## config.mk

```make
export PLATFORM = sky130hd
export DESIGN_NAME = ime_front_flat
export DESIGN_NICKNAME = d
export VERILOG_FILES = /design/src/hw/rtl/ime_pkg.sv /design/src/hw/rtl/ime_cmd_if.sv /design/src/hw/rtl/ime_front.sv /design/src/flat_wrapper.sv
export SDC_FILE = /design/constraint.sdc
export NUM_CORES = 1
export LEC_CHECK = 0
export ABC_AREA = 1
export BUFFER_PORTS_ARGS = -buffer_cell sky130_fd_sc_hd__buf_4
export CORE_AREA = 2 2 100 111
export CTS_BUF_LIST = sky130_fd_sc_hd__clkbuf_4 sky130_fd_sc_hd__clkbuf_8 sky130_fd_sc_hd__clkbuf_16
export CTS_CLUSTER_DIAMETER = 100
export CTS_CLUSTER_SIZE = 25
export DETAILED_ROUTE_END_ITERATION = 12
export DIE_AREA = 0 0 102 113
export PLACE_DENSITY = 0.72
export SLEW_MARGIN = 0
export SYNTH_ARGS = -nofsm -noshare
export SYNTH_HDL_FRONTEND = slang
export SYNTH_SLANG_ARGS = --single-unit
```

## constraint.sdc

```tcl
create_clock -name clk -period 3.6 [get_ports clk]
set_input_delay 0.54 -clock clk [delete_from_list [all_inputs] [get_ports clk]]
set_output_delay 0.54 -clock clk [all_outputs]
set_load 0.05 [all_outputs]
```

## src/hw/rtl/ime_pkg.sv

```systemverilog
package ime_pkg;

    // Operation codes carried by a command transaction.
    typedef enum logic [1:0] {
        OP_WRITE   = 2'd0,
        OP_READ    = 2'd1,
        OP_RESTART = 2'd2,
        OP_STEP    = 2'd3
    } ime_op_t;

    // Back-end sequencer states.
    typedef enum logic [1:0] {
        ST_IDLE,
        ST_DIV,
        ST_AXIS,
        ST_MEM
    } ime_state_t;

    // Configuration register indexes (byte address is 8 times the index).
    localparam logic [2:0] REG_MODE     = 3'd0;
    localparam logic [2:0] REG_AXES     = 3'd1;
    localparam logic [2:0] REG_CHANNELS = 3'd2;
    localparam logic [2:0] REG_GEO0     = 3'd3;
    localparam logic [2:0] REG_GEO1     = 3'd4;
    localparam logic [2:0] REG_GEO2     = 3'd5;

    localparam int NUM_GEO = 3;
    localparam logic [39:0] GEO_RESET = 40'h11_0100_1001;

    // One queued command.
    typedef struct packed {
        ime_op_t     op;
        logic [15:0] addr;
        logic [31:0] data;
    } ime_item_t;

    // Configuration seen by the back end.
    typedef struct packed {
        logic                    mode_im2col;
        logic [1:0]              axis_count;
        logic [11:0]             column_channels;
        logic [NUM_GEO-1:0][39:0] geometry;
    } ime_cfg_t;

endpackage

```

## src/hw/rtl/ime_cmd_if.sv

```systemverilog
interface ime_cmd_if;
    logic               valid;
    logic               ready;
    logic [1:0]         opcode;
    logic [15:0]        address;
    logic signed [31:0] data_in;

    modport source (output valid, output opcode, output address, output data_in, input ready);
    modport sink (input valid, input opcode, input address, input data_in, output ready);
endinterface

```

## src/hw/rtl/ime_front.sv

```systemverilog
module ime_front (
    input  logic            clk,
    input  logic            rst_n,
    ime_cmd_if.sink         cmd,
    output logic            q_valid,
    output ime_pkg::ime_item_t q_item,
    input  logic            q_pop
);
    import ime_pkg::*;

    ime_item_t  slot_reg [2];
    logic       wr_ptr_reg, wr_ptr_next;
    logic       rd_ptr_reg, rd_ptr_next;
    logic [1:0] count_reg, count_next;
    logic       push;
    ime_item_t  item_in;

    // Classify the incoming transaction into a queue entry.
    always_comb
    begin
        item_in.op   = ime_op_t'(cmd.opcode);
        item_in.addr = cmd.address;
        item_in.data = cmd.data_in;
    end

    assign cmd.ready = (count_reg != 2'd2);
    assign push      = cmd.valid && cmd.ready;
    assign q_valid   = (count_reg != 2'd0);
    assign q_item    = slot_reg[rd_ptr_reg];

    // Queue pointer and fill bookkeeping.
    always_comb
    begin
        wr_ptr_next = push ? ~wr_ptr_reg : wr_ptr_reg;
        rd_ptr_next = q_pop ? ~rd_ptr_reg : rd_ptr_reg;
        count_next  = count_reg + {1'b0, push} - {1'b0, q_pop};
    end

    always_ff @(posedge clk or negedge rst_n)
    begin
        if (!rst_n)
        begin
            wr_ptr_reg <= 1'b0;
            rd_ptr_reg <= 1'b0;
            count_reg  <= 2'd0;
        end
        else
        begin
            wr_ptr_reg <= wr_ptr_next;
            rd_ptr_reg <= rd_ptr_next;
            count_reg  <= count_next;
        end
    end

    // Queue storage.
    always_ff @(posedge clk)
    begin
        if (push)
        begin
            slot_reg[wr_ptr_reg] <= item_in;
        end
    end
endmodule

```

## src/flat_wrapper.sv

```systemverilog
// flat-port wrapper written by rule: the top's interface ports become plain ports
module ime_front_flat import ime_pkg::*;
  (clk, rst_n, q_valid, q_item, q_pop, cmd_valid, cmd_opcode, cmd_address, cmd_data_in, cmd_ready);
  ime_cmd_if cmd_i ();
  input  logic clk;
  input  logic rst_n;
  output logic q_valid;
  output ime_pkg::ime_item_t q_item;
  input  logic q_pop;
  input wire logic [$bits(cmd_i.valid)-1:0] cmd_valid;
  input wire logic [$bits(cmd_i.opcode)-1:0] cmd_opcode;
  input wire logic [$bits(cmd_i.address)-1:0] cmd_address;
  input wire logic [$bits(cmd_i.data_in)-1:0] cmd_data_in;
  output wire logic [$bits(cmd_i.ready)-1:0] cmd_ready;
  assign cmd_i.valid = cmd_valid;
  assign cmd_i.opcode = cmd_opcode;
  assign cmd_i.address = cmd_address;
  assign cmd_i.data_in = cmd_data_in;
  assign cmd_ready = cmd_i.ready;
  ime_front u_core (.clk(clk), .rst_n(rst_n), .cmd(cmd_i), .q_valid(q_valid), .q_item(q_item), .q_pop(q_pop));
endmodule
```

[Word-level counts from Yosys, hierarchy flattened]
Memories as Yosys holds them, arrays and structs flattened.
Cells that the tools add are included.
Storage, ports and cells
  memories: 1
  logic and storage cells: 13
  memory bits (writable): 100
  flip-flop bits (word level): 4
  input port bits: 54
  output and inout port bits: 52
  bits in latches: 0
  bits in read-only memories: 0
Memories
  u_core.slot_reg: depth 2, width 50, read ports 1, clocked after memory_dff 0, wr ports 1, RTL line ime_front.sv:11  | ime_item_t slot_reg [2];
Operators by class
  reduce and logical (&&, ||, !) cells: 2
  multipliers: 0
  $add $sub $neg: 2
  mux-type cells: 2
  $lt $le $gt $ge: 0
  div/mod/pow operators: 0
  shift operators: 0
  bitwise gates (word level): 2
  equal/unequal tests: 1
Operators by type and width (count)
  $add A2 B1 Y2: 1
  $mux W1: 2
  $ne A2 B2 Y1 const B: 1
  $not A1 Y1: 2
  $reduce_bool A2 Y1: 1
  $sub A2 B1 Y2: 1
  $logic_and A1 B1 Y1: 1

[Depth between registers and ports, before layout]
Gate-level depths: netlist (run 1).
  depth in word-level cells: 4
  gate-level depth with buffers: 8
  depth with buffers taken out: 8

[Least setup slack after synthesis (run 1)]
OpenSTA, ideal clock, no wires.
  kind: reg-to-reg
  start point: register u_core.count_reg[1]
  end point: memory u_core.slot_reg[1][0] (netlist name) (enable)
  path buffers: 0
  path slack: 26 ps
  cell stages (with the launch flop): 4
  setup time: 459 ps
  arrival: 3115 ps
  clock period less this slack: 3574 ps
  cell sequence: dfrtp_1 nand2_1 nand2_1 nor2_1
Between the ends
  word-level cells in the longest chain between the ends: 4
Ends and longest elaborated chain
  from (decl): RTL line ime_front.sv:14  | logic [1:0] count_reg, count_next;
  from (signal assigned): RTL line ime_front.sv:51  | count_reg <= count_next;
  $ne A2 B2 Y1: RTL line ime_front.sv:26  | assign cmd.ready = (count_reg != 2'd2);
  via cmd_ready: RTL line flat_wrapper.sv:14  | output wire logic [$bits(cmd_i.ready)-1:0] cmd_ready;
  $logic_and A1 B1 Y1: RTL line ime_front.sv:27  | assign push = cmd.valid && cmd.ready;
  $mux W1: RTL line ime_front.sv:58  | if (push)
  $mux W1 (not written as such): RTL line ime_front.sv:60  | slot_reg[wr_ptr_reg] <= item_in;
  to (decl): RTL line ime_front.sv:11
The timed path passes the listed nets, and every way through them passes these cells.

==> flow_results.xml, run 1 <==
<?xml version="1.0" encoding="UTF-8"?>
<metrics>
  <group name="run_status">
    <metric name="run_status" unit="">completed</metric>
  </group>
  <group name="clock_network">
    <metric name="cts_sinks" unit="">104</metric>
    <metric name="cts_made_buffers" unit="">9</metric>
    <metric name="cts_root_buf" unit="">sky130_fd_sc_hd__clkbuf_16</metric>
    <metric name="clk_pin_slew_worst_paths" unit="ns">0.07</metric>
    <metric name="cts_tree" unit="">done</metric>
    <metric name="hold_fix_buffer_count_after_cts" unit="">1</metric>
    <metric name="post_cts_resized" unit="">0</metric>
    <metric name="clk_path_buf_depth" unit="">2</metric>
    <metric name="insertion_delay" unit="ns">0.33</metric>
    <metric name="clock_tree.htree_level_count" unit="">3</metric>
    <metric name="post-cts-setup-buffer-count" unit="">0</metric>
  </group>
  <group name="drt">
    <metric name="wl_per_cell" unit="um">15.0</metric>
    <metric name="route.vias.total" unit="">1975</metric>
    <metric name="via_density_per_instance" unit="">4.43</metric>
    <metric name="ant_nets" unit="">0</metric>
    <metric name="detail_route.iter0.violations" unit="">54</metric>
    <metric name="post-route-drc-count" unit="">0</metric>
    <metric name="route.final.wire_length" unit="mm">6.69</metric>
    <metric name="drt_first_pass_iters" unit="">4</metric>
  </group>
  <group name="run">
    <metric name="max-cap-violations" unit="">0</metric>
  </group>
  <group name="synthesis">
    <metric name="synthesis.nets" unit="">240</metric>
    <metric name="synthTopCellsByArea" unit="">sky130_fd_sc_hd__edfxtp_1 74%, sky130_fd_sc_hd__mux2_4 18%, sky130_fd_sc_hd__buf_12 2.5%, sky130_fd_sc_hd__dfrtp_1 2.5%, sky130_fd_sc_hd__nand2_1 0.74%</metric>
    <metric name="syn_area" unit="um^2">4080</metric>
    <metric name="synthesis_warning_total" unit="">0</metric>
    <metric name="synth.largest_area_cell" unit="">sky130_fd_sc_hd__edfxtp_1</metric>
    <metric name="post_synth_num_cell_types" unit="">13</metric>
    <metric name="seq_area_frac_synth" unit="">0.761</metric>
    <metric name="netlist_instances" unit="">185</metric>
    <metric name="synth-seq-cells" unit="">104</metric>
    <metric name="synthMostInstantiatedCell" unit="">sky130_fd_sc_hd__edfxtp_1</metric>
    <metric name="synth_top_area_share" unit="">0.736</metric>
    <metric name="number_of_synthesized_flops_with_an_enable_pin" unit="">100</metric>
    <metric name="synth.avg_cell_area" unit="um^2">22.0</metric>
    <metric name="synth-async-reset-ratio" unit="">0.0385</metric>
    <metric name="ys.flop_type" unit="">sky130_fd_sc_hd__edfxtp_1</metric>
    <metric name="post_synth_most_frequent_cells" unit="">100 x sky130_fd_sc_hd__edfxtp_1, 49 x sky130_fd_sc_hd__mux2_4, 8 x sky130_fd_sc_hd__nand2_1, 7 x sky130_fd_sc_hd__inv_1, 5 x sky130_fd_sc_hd__buf_12</metric>
  </group>
  <group name="die">
    <metric name="initial_core_util" unit="">0.394</metric>
    <metric name="chipWidth" unit="um">102</metric>
    <metric name="dieHeight" unit="um">113</metric>
    <metric name="io_pins" unit="">106</metric>
    <metric name="placeableCoreArea" unit="um^2">10300</metric>
    <metric name="die-area" unit="um^2">11500</metric>
    <metric name="std_cell_rows" unit="">39</metric>
  </group>
  <group name="sta">
    <metric name="maxSlewHeadroom" unit="">0.602</metric>
    <metric name="min_period_over_period" unit="">0.686</metric>
    <metric name="drv_slew" unit="">0</metric>
    <metric name="grt_setup_unrepaired" unit="">false</metric>
    <metric name="tightest_slew" unit="ns">0.596</metric>
    <metric name="finalSetupTns" unit="ns">0</metric>
    <metric name="worst_clock_skew" unit="ns">0.00585</metric>
    <metric name="final_number_of_setup_violating_endpoints" unit="">0</metric>
    <metric name="finalCriticalPeriod" unit="ns">2.47</metric>
    <metric name="clock.fmax" unit="MHz">405</metric>
    <metric name="timing_hold_violations_final" unit="">0</metric>
  </group>
  <group name="setup_path">
    <metric name="crit_path_end_kind" unit="">output pin</metric>
    <metric name="maximum_net_fanout_on_the_critical_path" unit="">26</metric>
    <metric name="worst-endpoint-arrival" unit="ns">1.93</metric>
    <metric name="timing.critical_path.from_type" unit="">register</metric>
    <metric name="worstPathRequired" unit="ns">3.06</metric>
    <metric name="critPathKind" unit="">register to output pin</metric>
    <metric name="worst-r2r-cell-count" unit="">4</metric>
  </group>
  <group name="global_route">
    <metric name="grt_max_degree" unit="">39</metric>
    <metric name="wire_length_of_the_first_global_routing_pass" unit="mm">10.2</metric>
    <metric name="first_global_vias" unit="">2055</metric>
    <metric name="grt_use_total" unit="">0.120</metric>
    <metric name="remaining_overflow_grt" unit="">0</metric>
    <metric name="antenna_violations_before_repair" unit="">0</metric>
  </group>
  <group name="pwr">
    <metric name="leakagePower" unit="nW">2.13</metric>
    <metric name="totalPowerFinal" unit="mW">5.00</metric>
    <metric name="power_density" unit="nW/um^2">943</metric>
    <metric name="power.ir.vdd_worst" unit="uV">454</metric>
  </group>
  <group name="place">
    <metric name="gp_congestion" unit="">0.684</metric>
    <metric name="hpwl_after_detailed_placement" unit="mm">4.58</metric>
    <metric name="buffer_ports.inserted" unit="">105</metric>
  </group>
  <group name="cells_and_area">
    <metric name="finish.net_count" unit="">354</metric>
    <metric name="largest_reg_flops" unit="">100</metric>
    <metric name="fillers" unit="">870</metric>
    <metric name="antenna-diode-count" unit="">0</metric>
    <metric name="drive_above_1_share" unit="">0.578</metric>
    <metric name="syn2layout_area_growth" unit="%">30.0</metric>
  </group>
  <group name="worst_hold_path">
    <metric name="hold_path_class" unit="">primary input to register</metric>
    <metric name="hold_path_depth" unit="">1</metric>
  </group>
</metrics>
## power breakdown
group	switching [mW]	leakage [nW]	total (mW)	internal, mW
Sequential	0.147	0.974	1.80	1.65
Combinational	1.41	1.02	2.26	0.849
Clock	0.393	0.136	0.935	0.542
## cell families after synthesis
group | share of synthesized area
xor gates and xnor gates | 0.00430
AOI/OAI and AO/OA | 0.00123
DFF | 0.761
and+or+nand+nor | 0.0135
buffers and inverters | 0.0338
muxes | 0.183
adders and majority gates | 0.00307
## worst max-delay path: stages, from the launching register on
cell                      delay (ns)
sky130_fd_sc_hd__dfrtp_4        0.74
sky130_fd_sc_hd__buf_12         0.29
sky130_fd_sc_hd__mux2_2         0.36
sky130_fd_sc_hd__buf_4          0.19
## per-stage QoR
stage | setup slack (ns) | utilization | hold slack [ns] | instance area (um^2) | instances
6_report | 1.13 | 0.512 | 0.386 | 5300 | 446
3_3_place_gp | 1.46 | 0.483 | 0.343 | 5000 | 430
2_1_floorplan | 0.0255 | - | 0.244 | 4080 | 185
4_1_cts | 1.08 | 0.512 | 0.372 | 5300 | 446
3_5_place_dp | 1.42 | 0.483 | 0.344 | 5000 | 430
5_1_grt | 1.03 | 0.512 | 0.369 | 5300 | 446
## final timing paths
kind / startpoint / endpoint / slack [ns]
max in group asynchronous: rst_n / u_core.rd_ptr_reg / 2.94
worst max-delay path: u_core.rd_ptr_reg / q_item[49] / 1.13
worst max register to register: u_core.count_reg[1] / u_core.slot_reg[1][4] / 1.58
worst min-delay path: cmd_data_in[19] / u_core.slot_reg[0][19] / 0.39
worst min register to register: u_core.wr_ptr_reg / u_core.wr_ptr_reg / 0.59
min in group asynchronous: rst_n / u_core.rd_ptr_reg / 0.54
## cell usage in the layout (no fill, tap or decap)
master	count
sky130_fd_sc_hd__bufinv_16	1
sky130_fd_sc_hd__clkinvlp_4	2
sky130_fd_sc_hd__buf_12	2
sky130_fd_sc_hd__inv_6	1
sky130_fd_sc_hd__nand2_1	8
sky130_fd_sc_hd__dfrtp_1	3
sky130_fd_sc_hd__a21oi_1	1
sky130_fd_sc_hd__nand3_1	2
sky130_fd_sc_hd__clkbuf_16	9
sky130_fd_sc_hd__edfxtp_1	100
sky130_fd_sc_hd__xor2_1	2
sky130_fd_sc_hd__ha_1	1
sky130_fd_sc_hd__clkinv_1	1
sky130_fd_sc_hd__mux2_4	49
sky130_fd_sc_hd__dlygate4sd3_1	1
sky130_fd_sc_hd__nor2_4	2
sky130_fd_sc_hd__inv_1	7
sky130_fd_sc_hd__nor2_1	2
sky130_fd_sc_hd__clkbuf_4	1
sky130_fd_sc_hd__mux2_2	1
sky130_fd_sc_hd__dfrtp_4	1
sky130_fd_sc_hd__buf_4	106
## metal layers
metal,part of all wire,wire (um),up-vias,global-route usage
met2,0.52,3460,70,0.200
met1,0.40,2650,968,0.141
met3,0.070,466,8,0.0383
met5,0,0,-,0
met4,0.016,107,0,0.0560
li1,-,-,929,-
## final cells by class
class	instances	area, um^2	area share
Timing Repair Buffer	109	846	0.160
Clock inverter	5	57.6	0.0109
Clock buffer	10	233	0.0439
Multi-Input combinational cell	68	852	0.161
Tap cell	143	179	0.0338
Inverter	7	26.3	0.00496
Sequential cell	104	3110	0.586
No activity file was read; power rests on OpenSTA's default activity.
==> inputs of run 2 (changes only) <==
--- a/config.mk
+++ b/config.mk
@@ -5,7 +5,7 @@
 export SDC_FILE = /design/constraint.sdc
 export NUM_CORES = 1
 export LEC_CHECK = 0
-export ABC_AREA = 1
+export ABC_AREA = 0
 export BUFFER_PORTS_ARGS = -buffer_cell sky130_fd_sc_hd__buf_4
 export CORE_AREA = 2 2 100 111
 export CTS_BUF_LIST = sky130_fd_sc_hd__clkbuf_4 sky130_fd_sc_hd__clkbuf_8 sky130_fd_sc_hd__clkbuf_16
@@ -13,7 +13,7 @@
 export CTS_CLUSTER_SIZE = 25
 export DETAILED_ROUTE_END_ITERATION = 12
 export DIE_AREA = 0 0 102 113
-export PLACE_DENSITY = 0.72
+export PLACE_DENSITY = 0.74
 export SLEW_MARGIN = 0
 export SYNTH_ARGS = -nofsm -noshare
 export SYNTH_HDL_FRONTEND = slang
==> constraint.sdc (replaced) <==
create_clock -name clk -period 2.09 [get_ports clk]
set_input_delay 0.3135 -clock clk [delete_from_list [all_inputs] [get_ports clk]]
set_output_delay 0.3135 -clock clk [all_outputs]
set_load 0.05 [all_outputs]
==> run 2 against run 1 <==
Cell count decreased by 1.6%. Clock skew about the same. Flip-flop and latch count unchanged. Global-route usage decreased by 0.16 points. Synthesized cell count decreased by 5.9%. Core utilization decreased by 0.097 points. Register-to-register slack got worse by 1.0 ns. Via count decreased by 1.8%. Routed wire length decreased by 1.6%. Design area decreased by 0.19%. Worst hold slack got worse by 0.23 ns.
==> flow_results.xml, run 2 <==
<?xml version="1.0" encoding="UTF-8"?>
<metrics>
  <group name="clock_network">
    <metric name="cts_sinks" unit="">104</metric>
    <metric name="post_cts_resized" unit="">0</metric>
    <metric name="hold_fix_buffer_count_after_cts" unit="">1</metric>
    <metric name="post-cts-setup-buffer-count" unit="">0</metric>
    <metric name="clock_tree.htree_level_count" unit="">3</metric>
    <metric name="clk_pin_slew_worst_paths" unit="ns">0.06</metric>
    <metric name="insertion_delay" unit="ns">0.33</metric>
    <metric name="cts_root_buf" unit="">sky130_fd_sc_hd__clkbuf_16</metric>
    <metric name="cts_made_buffers" unit="">9</metric>
    <metric name="clk_path_buf_depth" unit="">2</metric>
    <metric name="cts_tree" unit="">done</metric>
  </group>
  <group name="die">
    <metric name="placeableCoreArea" unit="um^2">10300</metric>
    <metric name="dieHeight" unit="um">113</metric>
    <metric name="die-area" unit="um^2">11500</metric>
    <metric name="std_cell_rows" unit="">39</metric>
    <metric name="chipWidth" unit="um">102</metric>
    <metric name="initial_core_util" unit="">0.392</metric>
    <metric name="io_pins" unit="">106</metric>
  </group>
  <group name="setup_path">
    <metric name="crit_chain" unit="">buf_4 &gt; mux2_4 &gt; buf_4</metric>
    <metric name="worst-r2r-cell-count" unit="">4</metric>
    <metric name="r2r_slack" unit="ns">0.57</metric>
    <metric name="worst_path_largest_cell_delay" unit="ns">0.42</metric>
    <metric name="worstPathRequired" unit="ns">1.78</metric>
    <metric name="crit_path_end_kind" unit="">output pin</metric>
    <metric name="timing.critical_path.from_type" unit="">register</metric>
    <metric name="critPathKind" unit="">register to output pin</metric>
    <metric name="regToRegStartpoint" unit="">u_core.count_reg[0]</metric>
    <metric name="crit_path_frequent_cell" unit="">sky130_fd_sc_hd__buf_4</metric>
    <metric name="worstSetupPathDepth" unit="">3</metric>
    <metric name="crit_path_top_delay_cell" unit="">sky130_fd_sc_hd__dfrtp_4</metric>
    <metric name="cp.buffers_inverters" unit="">2</metric>
    <metric name="worst-endpoint-arrival" unit="ns">1.62</metric>
    <metric name="maximum_net_fanout_on_the_critical_path" unit="">18</metric>
    <metric name="r2r_end" unit="">u_core.slot_reg[0][3]</metric>
    <metric name="path_delay_family" unit="">buffers and inverters</metric>
  </group>
  <group name="global_route">
    <metric name="grt_max_degree" unit="">34</metric>
    <metric name="first_global_vias" unit="">2131</metric>
    <metric name="grt_use_total" unit="">0.119</metric>
    <metric name="wire_length_of_the_first_global_routing_pass" unit="mm">10.2</metric>
    <metric name="remaining_overflow_grt" unit="">0</metric>
    <metric name="antenna_violations_before_repair" unit="">0</metric>
  </group>
  <group name="synthesis">
    <metric name="netlist_instances" unit="">174</metric>
    <metric name="synthMostInstantiatedCell" unit="">sky130_fd_sc_hd__edfxtp_1</metric>
    <metric name="synth_top_area_share" unit="">0.740</metric>
    <metric name="synth-seq-cells" unit="">104</metric>
    <metric name="syn_area" unit="um^2">4060</metric>
    <metric name="synth.avg_cell_area" unit="um^2">23.3</metric>
    <metric name="synthesis.nets" unit="">229</metric>
    <metric name="synth.largest_area_cell" unit="">sky130_fd_sc_hd__edfxtp_1</metric>
    <metric name="post_synth_most_frequent_cells" unit="">100 x sky130_fd_sc_hd__edfxtp_1, 49 x sky130_fd_sc_hd__mux2_4, 5 x sky130_fd_sc_hd__buf_12, 4 x sky130_fd_sc_hd__dfrtp_1</metric>
    <metric name="synthesis_warning_total" unit="">0</metric>
    <metric name="post_synth_num_cell_types" unit="">17</metric>
    <metric name="seq_area_frac_synth" unit="">0.764</metric>
    <metric name="number_of_synthesized_flops_with_an_enable_pin" unit="">100</metric>
    <metric name="ys.flop_type" unit="">sky130_fd_sc_hd__edfxtp_1</metric>
    <metric name="synth-async-reset-ratio" unit="">0.0385</metric>
    <metric name="synthTopCellsByArea" unit="">sky130_fd_sc_hd__edfxtp_1 74%, sky130_fd_sc_hd__mux2_4 18%, sky130_fd_sc_hd__buf_12 2.5%, sky130_fd_sc_hd__dfrtp_1 2.5%, sky130_fd_sc_hd__xnor2_1 0.43%</metric>
  </group>
  <group name="pwr">
    <metric name="switching_power_share_of_the_total" unit="">0.384</metric>
    <metric name="totalPowerFinal" unit="mW">8.63</metric>
    <metric name="power.ir.vdd_worst" unit="uV">963</metric>
    <metric name="sequentialPowerShare" unit="">0.347</metric>
    <metric name="leakagePower" unit="nW">2.12</metric>
    <metric name="power.internal" unit="mW">5.31</metric>
    <metric name="combPwrFrac" unit="">0.466</metric>
    <metric name="clock_power_share" unit="">0.187</metric>
    <metric name="power_density" unit="nW/um^2">1630</metric>
    <metric name="p_switching" unit="mW">3.31</metric>
  </group>
  <group name="drt">
    <metric name="route.vias.total" unit="">1940</metric>
    <metric name="wl_per_cell" unit="um">15.0</metric>
    <metric name="post-route-drc-count" unit="">0</metric>
    <metric name="ant_nets" unit="">0</metric>
    <metric name="route.final.wire_length" unit="mm">6.58</metric>
    <metric name="detail_route.iter0.violations" unit="">66</metric>
    <metric name="drt_first_pass_iters" unit="">4</metric>
    <metric name="via_density_per_instance" unit="">4.42</metric>
  </group>
  <group name="cells_and_area">
    <metric name="drive_above_1_share" unit="">0.615</metric>
    <metric name="mostFrequentLayoutCells" unit="">110 x sky130_fd_sc_hd__buf_4, 100 x sky130_fd_sc_hd__edfxtp_1, 49 x sky130_fd_sc_hd__mux2_4</metric>
    <metric name="seq_area" unit="um^2">3110</metric>
    <metric name="largest_reg_flops" unit="">100</metric>
    <metric name="finish.net_count" unit="">346</metric>
    <metric name="syn2layout_area_growth" unit="%">30.3</metric>
    <metric name="multi_input_logic_area" unit="um^2">852</metric>
    <metric name="fillers" unit="">886</metric>
    <metric name="antenna-diode-count" unit="">0</metric>
    <metric name="leading_cell_type_in_the_layout_fill_and_taps_excluded" unit="">sky130_fd_sc_hd__buf_4</metric>
  </group>
  <group name="place">
    <metric name="gp_congestion" unit="">0.653</metric>
    <metric name="buffer_ports.inserted" unit="">105</metric>
  </group>
  <group name="sta">
    <metric name="fin_hold_ws" unit="ns">0.158</metric>
    <metric name="grt_setup_unrepaired" unit="">false</metric>
    <metric name="finalCriticalPeriod" unit="ns">1.93</metric>
    <metric name="min_period_over_period" unit="">0.925</metric>
    <metric name="tightest_slew" unit="ns">0.405</metric>
    <metric name="drv_slew" unit="">0</metric>
    <metric name="final_number_of_setup_violating_endpoints" unit="">0</metric>
    <metric name="timing_hold_violations_final" unit="">0</metric>
    <metric name="finalSetupTns" unit="ns">0</metric>
    <metric name="worst_clock_skew" unit="ns">0.00607</metric>
    <metric name="maxSlewHeadroom" unit="">0.730</metric>
    <metric name="clock.fmax" unit="MHz">517</metric>
  </group>
  <group name="run">
    <metric name="max-cap-violations" unit="">0</metric>
  </group>
  <group name="worst_hold_path">
    <metric name="hold_path_end" unit="">u_core.rd_ptr_reg</metric>
    <metric name="startpoint_of_the_lowest_slack_hold_path" unit="">q_pop</metric>
    <metric name="hold_path_class" unit="">primary input to register</metric>
    <metric name="hold_path_depth" unit="">2</metric>
  </group>
  <group name="run_status">
    <metric name="run_status" unit="">completed</metric>
  </group>
</metrics>
run 2: cell types whose count changed after synthesis, sizes merged:
cell | before | now
inv | 7 | 1
nand2 | 8 | 2
nor2 | 4 | 1
nand3 | 2 | 0
xnor2 | 0 | 2
a21oi | 1 | 0
and3 | 0 | 1
mux2i | 0 | 1
nand2b | 0 | 1
nor2b | 0 | 1
or2 | 0 | 1
run 2: area by class of cell:
cell class,instances,share of cell area
sequential,104,0.587
clock inverter,4,0.00851
timing repair buffer,112,0.162
clock buffer,12,0.0468
inverter,1,0.000710
tap,143,0.0338
multi-input combinational,63,0.161
run 2: worst max path at each step:
stage,startpoint,end,slack [ns]
final,u_core.rd_ptr_reg,q_item[10],0.16
after global routing,u_core.rd_ptr_reg,q_item[14],0.09
after CTS,u_core.rd_ptr_reg,q_item[14],0.12
after detailed placement,u_core.rd_ptr_reg,q_item[14],0.49
after global placement,u_core.rd_ptr_reg,q_item[14],0.50
after floorplan,u_core.count_reg[0],u_core.slot_reg[0][0],0.04
run 2: through the flow:
| step | instances | area [um^2] | util | worst slack [ns] |
|---|---|---|---|---|
| 2_1_floorplan | 174 | 4070 | - | 0.0412 |
| 3_3_place_gp | 422 | 4990 | 0.482 | 0.498 |
| 3_5_place_dp | 422 | 4990 | 0.482 | 0.493 |
| 4_1_cts | 439 | 5290 | 0.511 | 0.120 |
| 5_1_grt | 439 | 5290 | 0.511 | 0.0916 |
| 6_report | 439 | 5290 | 0.511 | 0.157 |
run 2: power groups by stage:
stage               Clock, mW  Sequential [mW]  Combinational (mW)
global route             1.75             3.04                4.21
global placement            0             3.02                4.05
detailed placement          0             3.05                4.08
finish                   1.61             2.99                4.02
floorplan                   0             3.00                3.25
CTS                      1.68             3.00                4.09
run 2: logic make-up after synthesis:
family | after synthesis | synth area share
fa+ha+maj | 1 | 0.00308
simple gates | 7 | 0.00894
xor+xnor | 4 | 0.00863
mux | 51 | 0.186
buf+inv | 7 | 0.0284
flops | 104 | 0.764
run 2: metal layers:
| metal | GRT usage | routed length (um) |
|---|---|---|
| met2 | 0.204 | 3500 |
| met1 | 0.137 | 2610 |
| met4 | 0.0613 | 126 |
| met5 | 0 | 0 |
| met3 | 0.0278 | 344 |
==> inputs of run 3 (changes only) <==
--- a/config.mk
+++ b/config.mk
@@ -8,7 +8,7 @@
 export ABC_AREA = 0
 export BUFFER_PORTS_ARGS = -buffer_cell sky130_fd_sc_hd__buf_4
 export CORE_AREA = 2 2 100 111
-export CTS_BUF_LIST = sky130_fd_sc_hd__clkbuf_4 sky130_fd_sc_hd__clkbuf_8 sky130_fd_sc_hd__clkbuf_16
+export CTS_BUF_LIST = sky130_fd_sc_hd__clkbuf_2 sky130_fd_sc_hd__clkbuf_4 sky130_fd_sc_hd__clkbuf_8
 export CTS_CLUSTER_DIAMETER = 100
 export CTS_CLUSTER_SIZE = 25
 export DETAILED_ROUTE_END_ITERATION = 12
==> run 3 against run 2 <==
Clock power is 25% lower. Non-clock buffer count stayed put. Sequential power hardly changed. Routed wire length is 0.73% higher. Worst hold slack worse by 0.021 ns. Combinational power hardly changed. Critical endpoint unchanged. Highest routed layer unchanged.
==> flow_results.xml, run 3 (same netlist as run 2, synthesis figures left out) <==
<?xml version="1.0" encoding="UTF-8"?>
<metrics>
  <group name="run_status">
    <metric name="run_status" unit="">completed</metric>
  </group>
  <group name="setup_path">
    <metric name="critPathKind" unit="">register to output pin</metric>
    <metric name="path_delay_family" unit="">buffers and inverters</metric>
    <metric name="timing.critical_path.from_type" unit="">register</metric>
    <metric name="regToRegStartpoint" unit="">u_core.count_reg[0]</metric>
    <metric name="worst_path_largest_cell_delay" unit="ns">0.43</metric>
    <metric name="cp.buffers_inverters" unit="">2</metric>
    <metric name="crit_path_top_delay_cell" unit="">sky130_fd_sc_hd__dfrtp_4</metric>
    <metric name="crit_path_frequent_cell" unit="">sky130_fd_sc_hd__buf_4</metric>
    <metric name="worstPathRequired" unit="ns">1.78</metric>
    <metric name="crit_path_end_kind" unit="">output pin</metric>
    <metric name="startpoint" unit="">u_core.rd_ptr_reg</metric>
    <metric name="crit_chain" unit="">buf_4 &gt; mux2_4 &gt; buf_4</metric>
    <metric name="worst-endpoint-arrival" unit="ns">1.65</metric>
    <metric name="maximum_net_fanout_on_the_critical_path" unit="">18</metric>
  </group>
  <group name="die">
    <metric name="io_pins" unit="">106</metric>
    <metric name="placeableCoreArea" unit="um^2">10300</metric>
    <metric name="dieHeight" unit="um">113</metric>
    <metric name="die-area" unit="um^2">11500</metric>
    <metric name="std_cell_rows" unit="">39</metric>
    <metric name="initial_core_util" unit="">0.392</metric>
    <metric name="chipWidth" unit="um">102</metric>
  </group>
  <group name="cells_and_area">
    <metric name="antenna-diode-count" unit="">0</metric>
    <metric name="largest_reg_flops" unit="">100</metric>
    <metric name="fillers" unit="">901</metric>
    <metric name="mostFrequentLayoutCells" unit="">110 x sky130_fd_sc_hd__buf_4, 100 x sky130_fd_sc_hd__edfxtp_1, 49 x sky130_fd_sc_hd__mux2_4</metric>
    <metric name="leading_cell_type_in_the_layout_fill_and_taps_excluded" unit="">sky130_fd_sc_hd__buf_4</metric>
    <metric name="seq_area" unit="um^2">3110</metric>
    <metric name="syn2layout_area_growth" unit="%">27.8</metric>
    <metric name="drive_above_1_share" unit="">0.615</metric>
    <metric name="finish.net_count" unit="">346</metric>
    <metric name="multi_input_logic_area" unit="um^2">852</metric>
  </group>
  <group name="clock_network">
    <metric name="clk_pin_slew_worst_paths" unit="ns">0.09</metric>
    <metric name="cts_root_buf" unit="">sky130_fd_sc_hd__clkbuf_8</metric>
    <metric name="post-cts-setup-buffer-count" unit="">0</metric>
    <metric name="cts_made_buffers" unit="">9</metric>
    <metric name="cts_tree" unit="">done</metric>
    <metric name="clock_tree.htree_level_count" unit="">3</metric>
    <metric name="insertion_delay" unit="ns">0.35</metric>
    <metric name="clk_path_buf_depth" unit="">2</metric>
    <metric name="cts_sinks" unit="">104</metric>
  </group>
  <group name="drt">
    <metric name="route.vias.total" unit="">1945</metric>
    <metric name="detail_route.iter0.violations" unit="">81</metric>
    <metric name="post-route-drc-count" unit="">0</metric>
    <metric name="wl_per_cell" unit="um">15.1</metric>
    <metric name="ant_nets" unit="">0</metric>
    <metric name="drt_first_pass_iters" unit="">3</metric>
    <metric name="route.final.wire_length" unit="mm">6.63</metric>
    <metric name="via_density_per_instance" unit="">4.43</metric>
  </group>
  <group name="global_route">
    <metric name="wire_length_of_the_first_global_routing_pass" unit="mm">10.2</metric>
    <metric name="grt_max_degree" unit="">34</metric>
    <metric name="remaining_overflow_grt" unit="">0</metric>
    <metric name="grt_use_total" unit="">0.118</metric>
    <metric name="first_global_vias" unit="">2125</metric>
    <metric name="antenna_violations_before_repair" unit="">0</metric>
  </group>
  <group name="sta">
    <metric name="clock.fmax" unit="MHz">510</metric>
    <metric name="worst_clock_skew" unit="ns">0.00810</metric>
    <metric name="final_number_of_setup_violating_endpoints" unit="">0</metric>
    <metric name="finalCriticalPeriod" unit="ns">1.96</metric>
    <metric name="timing_hold_violations_final" unit="">0</metric>
    <metric name="drv_slew" unit="">0</metric>
    <metric name="min_period_over_period" unit="">0.938</metric>
    <metric name="tightest_slew" unit="ns">0.400</metric>
    <metric name="finalSetupTns" unit="ns">0</metric>
    <metric name="maxSlewHeadroom" unit="">0.733</metric>
    <metric name="grt_setup_unrepaired" unit="">false</metric>
  </group>
  <group name="place">
    <metric name="buffer_ports.inserted" unit="">105</metric>
    <metric name="gp_congestion" unit="">0.653</metric>
  </group>
  <group name="pwr">
    <metric name="power_density" unit="nW/um^2">1580</metric>
    <metric name="leakagePower" unit="nW">2.08</metric>
    <metric name="totalPowerFinal" unit="mW">8.21</metric>
    <metric name="power.ir.vdd_worst" unit="uV">863</metric>
  </group>
  <group name="run">
    <metric name="max-cap-violations" unit="">0</metric>
  </group>
  <group name="worst_hold_path">
    <metric name="startpoint_of_the_lowest_slack_hold_path" unit="">q_pop</metric>
    <metric name="hold_path_class" unit="">primary input to register</metric>
  </group>
</metrics>
[run 3: area by class of cell]
type | instances | area share
flip-flops and latches | 104 | 0.599
repair buffers | 112 | 0.165
multi-input cells | 63 | 0.164
well taps | 143 | 0.0345
clock buffers | 12 | 0.0282
clock inverters | 4 | 0.00868
inverters | 1 | 0.000723
[run 3: path summary, 6_finish.rpt]
check                                             end  slack, ns  cells after the start
worst max-delay path                       q_item[10]       0.13                      3
worst min-delay path                u_core.rd_ptr_reg       0.14                      2
worst max register to register  u_core.slot_reg[0][9]       0.56                      4
worst min register to register      u_core.wr_ptr_reg       0.55                      1
max in group asynchronous           u_core.rd_ptr_reg       1.68                      2
min in group asynchronous           u_core.rd_ptr_reg       0.30                      2
[run 3: power breakdown]
group          total, mW  internal, mW  switching, mW
logic               4.02          1.49           2.53
registers           2.99          2.85          0.137
clock network       1.20         0.589          0.613
total               8.21          4.94           3.27
[run 3: repair_timing]
item                       in CTS  in global routing
gates resized for setup         0                  0
hold endpoints to repair        4                  0
setup endpoints to repair       0                  0
hold buffers                    1                  0
[run 3: layer usage]
layer	wire length, um	vias up	global-route usage
met5	0	-	0
met4	77	0	0.0453
met3	369	5	0.0389
met2	3530	59	0.204
met1	2650	975	0.135
li1	-	906	-
[run 3: through the flow]
| stage | utilization | hold WS [ns] | std cells | worst slack [ns] | instance area (um^2) |
|---|---|---|---|---|---|
| 2_1_floorplan | - | 0.0179 | 174 | 0.0412 | 4070 |
| 3_3_place_gp | 0.482 | 0.115 | 422 | 0.498 | 4990 |
| 3_5_place_dp | 0.482 | 0.114 | 422 | 0.493 | 4990 |
| 4_1_cts | 0.502 | 0.108 | 439 | 0.0820 | 5190 |
| 5_1_grt | 0.502 | 0.110 | 439 | 0.0450 | 5190 |
| 6_report | 0.502 | 0.137 | 439 | 0.129 | 5190 |
